<file path="src/rtl/itda_pkg.sv">
`timescale 1ns / 1ps
// Shared types and constants for the integer to decimal ASCII converter.
// No dependencies; used by the controller, the datapath and the top level.
package itda_pkg;

  typedef struct packed {
    logic [63:0] value;
    logic [1:0]  width_code;
    logic        is_signed;
  } in_item_t;

  typedef struct packed {
    logic [7:0] character;
    logic       last;
  } out_item_t;

  // Controller to datapath commands.
  typedef struct packed {
    logic load;
    logic emit_sign;
    logic emit_digit;
    logic skip_digit;
  } itda_cmd_t;

  // Datapath to controller status.
  typedef struct packed {
    logic in_negative;
    logic started;
    logic digit_zero;
    logic pos_zero;
  } itda_status_t;

  localparam logic [1:0] WIDTH_8  = 2'd0;
  localparam logic [1:0] WIDTH_16 = 2'd1;
  localparam logic [1:0] WIDTH_32 = 2'd2;
  localparam logic [1:0] WIDTH_64 = 2'd3;

  localparam logic [7:0] ASCII_ZERO  = 8'd48;
  localparam logic [7:0] ASCII_MINUS = 8'd45;
  localparam logic [3:0] RADIX       = 4'd10;

  // Power of ten for one decimal place, places 0 to 19.
  function automatic logic [63:0] pow10(input logic [4:0] p);
    logic [63:0] r;
    case (p)
      5'd0:    r = 64'd1;
      5'd1:    r = 64'd10;
      5'd2:    r = 64'd100;
      5'd3:    r = 64'd1000;
      5'd4:    r = 64'd10000;
      5'd5:    r = 64'd100000;
      5'd6:    r = 64'd1000000;
      5'd7:    r = 64'd10000000;
      5'd8:    r = 64'd100000000;
      5'd9:    r = 64'd1000000000;
      5'd10:   r = 64'd10000000000;
      5'd11:   r = 64'd100000000000;
      5'd12:   r = 64'd1000000000000;
      5'd13:   r = 64'd10000000000000;
      5'd14:   r = 64'd100000000000000;
      5'd15:   r = 64'd1000000000000000;
      5'd16:   r = 64'd10000000000000000;
      5'd17:   r = 64'd100000000000000000;
      5'd18:   r = 64'd1000000000000000000;
      5'd19:   r = 64'd10000000000000000000;
      default: r = 64'd0;
    endcase
    return r;
  endfunction

endpackage

</file>
<file path="src/rtl/integer_to_decimal_ascii.sv">
`timescale 1ns / 1ps
// Integer to decimal ASCII converter. Accepts one integer with a width code
// (8/16/32/64 bits, clamped to VALUE_BITS) and a signed flag, and sends its
// decimal text one character per beat, most significant digit first, with a
// leading '-' for negative signed values and last set on the final character.
// Each decimal place is resolved by comparing the magnitude with the nine
// multiples of that place's power of ten; the place counter always starts at
// the top place of a VALUE_BITS operand (20 places at 64 bits) and leading
// zeros are dropped one per cycle. An item is loaded, then a minus sign is
// sent if it is negative, then one digit beat per remaining place; the next
// item is accepted in the cycle after the last character enters the output
// register. Depends on itda_pkg, itda_ctrl and itda_datapath.
module integer_to_decimal_ascii #(
  parameter int VALUE_BITS = 64
) (
  input  logic                clk,
  input  logic                rst,
  input  logic                in_valid,
  output logic                in_stall,
  input  itda_pkg::in_item_t  in_data,
  output logic                out_valid,
  input  logic                out_stall,
  output itda_pkg::out_item_t out_data
);

  itda_pkg::itda_cmd_t    cmd;
  itda_pkg::itda_status_t status;

  itda_ctrl u_ctrl (
    .clk       (clk),
    .rst       (rst),
    .in_valid  (in_valid),
    .in_stall  (in_stall),
    .out_valid (out_valid),
    .out_stall (out_stall),
    .status    (status),
    .cmd       (cmd)
  );

  itda_datapath #(
    .VALUE_BITS (VALUE_BITS)
  ) u_datapath (
    .clk      (clk),
    .in_data  (in_data),
    .cmd      (cmd),
    .status   (status),
    .out_data (out_data)
  );

endmodule

</file>
<file path="src/rtl/itda_datapath.sv">
`timescale 1ns / 1ps
// Datapath: operand masking and sign handling, the magnitude register, the
// decimal place counter, the digit step and the output beat register. Uses itda_pkg.
module itda_datapath #(
  parameter int VALUE_BITS = 64
) (
  input  logic                   clk,
  input  itda_pkg::in_item_t     in_data,
  input  itda_pkg::itda_cmd_t    cmd,
  output itda_pkg::itda_status_t status,
  output itda_pkg::out_item_t    out_data
);

  // Decimal places needed for the widest operand: floor(n * log10(2)) + 1.
  localparam int NumDigits = (VALUE_BITS * 30103) / 100000 + 1;
  localparam int PosW      = $clog2(NumDigits);
  localparam int ThrW      = VALUE_BITS + 4;

  logic [VALUE_BITS-1:0] mag;
  logic [VALUE_BITS-1:0] mag_next;
  logic [PosW-1:0]       pos;
  logic                  started;
  logic [7:0]            character;
  logic                  last;

  // Operand preparation.
  logic [6:0]            sel_bits;
  logic [6:0]            eff_bits;
  logic [VALUE_BITS-1:0] keep;
  logic [VALUE_BITS-1:0] top;
  logic [VALUE_BITS-1:0] masked;
  logic [VALUE_BITS-1:0] load_mag;
  logic                  negative;

  always_comb begin
    case (in_data.width_code)
      itda_pkg::WIDTH_8:  sel_bits = 7'd8;
      itda_pkg::WIDTH_16: sel_bits = 7'd16;
      itda_pkg::WIDTH_32: sel_bits = 7'd32;
      itda_pkg::WIDTH_64: sel_bits = 7'd64;
      default:            sel_bits = 7'd64;
    endcase
    // Clamp the width to what the datapath holds.
    if (int'(sel_bits) > VALUE_BITS) begin
      eff_bits = 7'(VALUE_BITS);
    end else begin
      eff_bits = sel_bits;
    end
    for (int i = 0; i < VALUE_BITS; i++) begin
      keep[i] = (i < int'(eff_bits));
      top[i]  = (i + 1 == int'(eff_bits));
    end
    masked   = in_data.value[VALUE_BITS-1:0] & keep;
    negative = in_data.is_signed && (|(masked & top));
    load_mag = negative ? ((~masked + 1'b1) & keep) : masked;
  end

  // Digit step: find the largest k with k * 10^pos <= mag.
  logic [ThrW-1:0] p10;
  logic [ThrW-1:0] thresh [10];
  logic [3:0]      digit;

  assign p10 = ThrW'(itda_pkg::pow10(5'(pos)));

  always_comb begin
    for (int k = 0; k < 10; k++) begin
      thresh[k] = p10 * ThrW'(k);
    end
    digit = 4'd0;
    for (int k = 1; k < 10; k++) begin
      if (ThrW'(mag) >= thresh[k]) begin
        digit = 4'(k);
      end
    end
    mag_next = mag - VALUE_BITS'(thresh[digit]);
  end

  always_ff @(posedge clk) begin
    if (cmd.load) begin
      mag     <= load_mag;
      pos     <= PosW'(NumDigits - 1);
      started <= 1'b0;
    end else if (cmd.skip_digit) begin
      pos <= pos - 1'b1;
    end else if (cmd.emit_digit) begin
      mag     <= mag_next;
      pos     <= pos - 1'b1;
      started <= 1'b1;
    end
    if (cmd.emit_sign) begin
      character <= itda_pkg::ASCII_MINUS;
      last      <= 1'b0;
    end else if (cmd.emit_digit) begin
      character <= itda_pkg::ASCII_ZERO + {4'd0, digit};
      last      <= (pos == '0);
    end
  end

  assign status.in_negative = negative;
  assign status.started     = started;
  assign status.digit_zero  = (digit == 4'd0);
  assign status.pos_zero    = (pos == '0);

  assign out_data.character = character;
  assign out_data.last      = last;

endmodule

</file>
<file path="src/rtl/itda_ctrl.sv">
`timescale 1ns / 1ps
// Controller: sequences sign, leading zero skip and digit beats, and owns
// the input stall and the output valid. Uses itda_pkg.
module itda_ctrl (
  input  logic                   clk,
  input  logic                   rst,
  input  logic                   in_valid,
  output logic                   in_stall,
  output logic                   out_valid,
  input  logic                   out_stall,
  input  itda_pkg::itda_status_t status,
  output itda_pkg::itda_cmd_t    cmd
);

  localparam logic [1:0] S_IDLE  = 2'd0;
  localparam logic [1:0] S_SIGN  = 2'd1;
  localparam logic [1:0] S_DIGIT = 2'd2;

  logic [1:0] state;
  logic [1:0] state_next;
  logic       out_valid_next;
  logic       out_free;

  assign out_free = !out_valid || !out_stall;
  assign in_stall = (state != S_IDLE);

  always_comb begin
    state_next = state;
    cmd        = '0;
    case (state)
      S_IDLE: begin
        if (in_valid) begin
          cmd.load   = 1'b1;
          state_next = status.in_negative ? S_SIGN : S_DIGIT;
        end
      end
      S_SIGN: begin
        if (out_free) begin
          cmd.emit_sign = 1'b1;
          state_next    = S_DIGIT;
        end
      end
      S_DIGIT: begin
        // Drop leading zeros without using the output slot.
        if (!status.started && status.digit_zero && !status.pos_zero) begin
          cmd.skip_digit = 1'b1;
        end else if (out_free) begin
          cmd.emit_digit = 1'b1;
          if (status.pos_zero) begin
            state_next = S_IDLE;
          end
        end
      end
      default: state_next = S_IDLE;
    endcase
    out_valid_next = (out_valid && out_stall) || cmd.emit_sign || cmd.emit_digit;
  end

  always_ff @(posedge clk) begin
    if (rst) begin
      state     <= S_IDLE;
      out_valid <= 1'b0;
    end else begin
      state     <= state_next;
      out_valid <= out_valid_next;
    end
  end

  assert property (@(posedge clk) disable iff (rst)
    (cmd.emit_sign || cmd.emit_digit) |-> (!out_valid || !out_stall))
    else $error("beat written over a held output");

  assert property (@(posedge clk) disable iff (rst)
    cmd.load |=> (state != S_IDLE))
    else $error("accepted item not converted");

  assert property (@(posedge clk) disable iff (rst)
    (cmd.emit_digit && status.pos_zero) |=> (state == S_IDLE && out_valid))
    else $error("final digit did not end the item");

  assert property (@(posedge clk) disable iff (rst)
    cmd.skip_digit |-> !status.started)
    else $error("zero dropped after first digit");

endmodule

</file>
<file path="config.mk">
export PLATFORM = sky130hd
export DESIGN_NAME = integer_to_decimal_ascii
export DESIGN_NICKNAME = d
export VERILOG_FILES = /design/src/rtl/itda_pkg.sv /design/src/rtl/integer_to_decimal_ascii.sv /design/src/rtl/itda_datapath.sv /design/src/rtl/itda_ctrl.sv
export SDC_FILE = /design/constraint.sdc
export NUM_CORES = 2
export LEC_CHECK = 0
export ABC_AREA = 1
export BUFFER_PORTS_ARGS = -buffer_cell sky130_fd_sc_hd__buf_2
export CELL_PAD_IN_SITES_DETAIL_PLACEMENT = 1
export CELL_PAD_IN_SITES_GLOBAL_PLACEMENT = 1
export CORE_ASPECT_RATIO = 0.7
export CORE_MARGIN = 3
export CORE_UTILIZATION = 49
export CTS_BUF_LIST = sky130_fd_sc_hd__clkbuf_8
export DETAILED_ROUTE_END_ITERATION = 10
export PLACE_DENSITY_LB_ADDON = 0.25
export SYNTH_ARGS = -nofsm -noshare
export SYNTH_HDL_FRONTEND = slang
export SYNTH_SLANG_ARGS = --single-unit
export TNS_END_PERCENT = 20
</file>
<file path="constraint.sdc">
create_clock -name clk -period 13.25 [get_ports clk]
set_input_delay 1.325 -clock clk [delete_from_list [all_inputs] [get_ports clk]]
set_output_delay 1.325 -clock clk [all_outputs]
set_load 0.01 [all_outputs]
</file>
==> flow_summary.yaml <==
grt:
  grt_use_met1_pct: 64.4
  met3_usage_pct: 21.2
  grt-busiest-layer: "met1"
  track_usage_pct: 44.9
  antenna_found_initial: 13
  grt_pass1_wl_um: 300000
  grtUsageMet2_pct: 58.3
  overflow: 0
  grt_start_max_net_pins: 153
  grt_pass1_vias: 47559
critical_path:
  cp-end-kind: "flip-flop"
  r2r_cells: 56
  cp_slowest_cell: "a2111oi_0"
  cp_max_fo: 13
  arrival_ps: 13080
  path_class: "flip-flop to flip-flop"
  max_stage_delay_ps: 760
  cp.required_ps: 13540
  crit_top_cell: "nand2_1"
  r2r-end: "u_datapath.mag[58]"
  worstSetupStartpointType: "flip-flop"
  r2r_start: "u_datapath.p10[6]"
  regToRegSetupSlack_ps: 470
sta:
  finalSetupViolCount: 0
  tns_ps: 0
  drv_slew: 0
  final_hold_viol_count: 0
  rsz0062_at_grt: "no"
  layout_min_cycle_time_ps: 12780
  period_share_pct: 96.5
  fin_ws_ps: 467
  worst_pin_slew_ps: 1420
  max_clock_freq_mhz: 78.2
  relSlewSlack_pct: 4.32
  fin_worst_skew_ps: 48.2
floorplanning:
  fp.dieH_um: 249
  core_area_um2: 82900
  num_rows: 88
  dieArea_um2: 87700
  ios: 82
  die_w_um: 353
  initial_core_util_pct: 49.7
yosys:
  synth-seq-cells: 133
  yosys_warnings: 0
  synth.area.top_cells: "ha_1 28%, nand2_1 12%, a21oi_1 9.3%"
  synth_area_um2: 41200
  syn_area_per_cell_um2: 6.58
  synthArstFlopShare_pct: 0
  ys_seq_area_share_pct: 8.01
  synth_edf_count: 64
  synth_cells: 6265
  yosys.area.top_type: "ha_1"
  synth.distinct_cells: 78
  yosys.area.top_type_share_pct: 28.1
  synth_ff_type: "dfxtp_1"
clock_tree:
  cts.sinks: 133
  clk_pin_slew_ps: 110
  tritoncts: "built"
  cts_max_level: 4
  cts_made_buffers: 17
  cts_root_buffer: "clkbuf_8"
  insertion_delay_ps: 580
  cts_buffer_depth: 2
drt:
  wl_per_cell_um: 27.5
  detail_route.wirelength_um: 206000
  ant_nets: 0
  dr.pass1.iters: 6
  drt-initial-drc-count: 6113
  drc: 0
  vias: 48891
  vias_per_cell: 6.53
placed_design:
  pre_cts_slack_ps: 656
  dp_hpwl_um: 175000
  portBuffers: 78
  place_congestion: 1.11
  placed_cell_area_um2: 43300
finish:
  syn2layout_area_growth_pct: 6.18
  fillers: 11414
  finish.utilization_pct: 52.8
  drive_gt1_share_pct: 4.89
  final_net_count: 7400
  layout_commonest_cell: "nand2_1"
  layout_common_cells: "1,283 x nand2_1, 927 x ha_1, 766 x inv_1"
  fin_area_um2: 43800
worst_hold_path:
  hp-class: "flip-flop to flip-flop"
  min_to: "u_datapath.started"
  hold_start: "u_datapath.started"
  hold_depth: 2
run:
  max-cap-violations: 0
status:
  outcome: "finished, final reports clean"
[cells in the mapped netlist, types with 18 or more instances]
cell,instances
o21ai_0,416
o22ai_1,35
xnor2_1,110
edfxtp_1,64
xor2_1,158
a21boi_1,21
o21bai_1,20
fa_1,59
a21oi_1,762
inv_1,763
clkbuf_1,60
buf_2,35
nand4_1,97
o21a_1,60
nand3_1,242
buf_1,20
a21o_1,18
nand2_1,1286
nor3_1,79
o21ai_1,43
nor4_1,27
o221ai_1,26
o211ai_1,58
ha_1,927
a31oi_1,90
dfxtp_1,69
a211oi_1,34
nor2_1,463
a21boi_0,19
[routing by layer]
layer | wire length (µm) | share of wire [%]
met1 | 89800 | 44
met3 | 34300 | 17
met4 | 6730 | 3.3
met5 | 359 | 0.17
met2 | 74300 | 36
[layout make-up]
class                      instances  area [µm²]  area share, %
multi-input combinational       5236       34600           79.0
sequential                       133        3310           7.55
inverter                         778        2920           6.68
tap                             1125        1410           3.22
timing repair buffer             177        1170           2.68
clock buffer                      19         262          0.597
clock inverter                    13         116          0.266
antenna                            3        7.51         0.0172
[timing repair]
| action | in CTS | in global routing |
|---|---|---|
| setup buffers | 0 | 0 |
| resized for setup | 0 | 16 |
| hold buffers | 0 | 0 |
| endpoints found under the setup margin | 0 | 28 |
| hold endpoints to repair | 0 | 0 |
[kinds of logic (layout without fill, tap and decap cells)]
logic type                 count (synthesis)  count (layout)  synth area share (%)
and+or+nand+nor                         2271            2271                  23.2
AOI/OAI and AO/OA                       1707            1708                  23.8
adders and majority gates                986             986                  31.0
buffers and inverters                    898             987                  8.33
xor gates and xnor gates                 268             268                  5.69
DFF                                      133             133                  8.01
other                                      2               6                0.0182
[worst max-delay path: cells and delay by family (launching register included)]
family | cells | cell delay, ps
AND/OR/NAND/NOR | 19 | 2120
XOR/XNOR | 2 | 690
buffers and inverters | 4 | 520
AO/OA/AOI/OAI | 27 | 6950
adder cells (fa/ha/maj) | 4 | 1510
flip-flops | 1 | 640
[sequential cells by signal, indices dropped and copies added (netlist names)]
register,count
u_datapath.mag,64
u_datapath.p10,54
u_datapath.character,5
u_datapath.pos,5
u_ctrl.state,2
u_ctrl.out_valid,1
u_datapath.last,1
u_datapath.started,1
[metrics by stage]
stage | hold slack (ps) | std cells
after floorplan | 436 | 6266
after global placement | 443 | 7448
after detailed placement | 453 | 7448
after CTS | 463 | 7480
after global routing | 490 | 7481
final | 468 | 7484
[worst max path at each step]
stage / slack (ps) / end / start / cells past startpoint
final: 470 / u_datapath.mag[58] / u_datapath.p10[6] / 56
after global routing: 60 / u_datapath.mag[51] / u_datapath.p10[2] / 62
after CTS: 580 / u_datapath.mag[51] / u_datapath.p10[4] / 56
after detailed placement: 660 / u_datapath.mag[51] / u_datapath.p10[4] / 56
after global placement: 1020 / u_datapath.mag[51] / u_datapath.p10[4] / 56
after floorplan: 3390 / u_datapath.mag[53] / u_datapath.p10[2] / 57
Power is not shown: default switching activity piles up to over one toggle a cycle in this logic, so the estimate is an artifact.
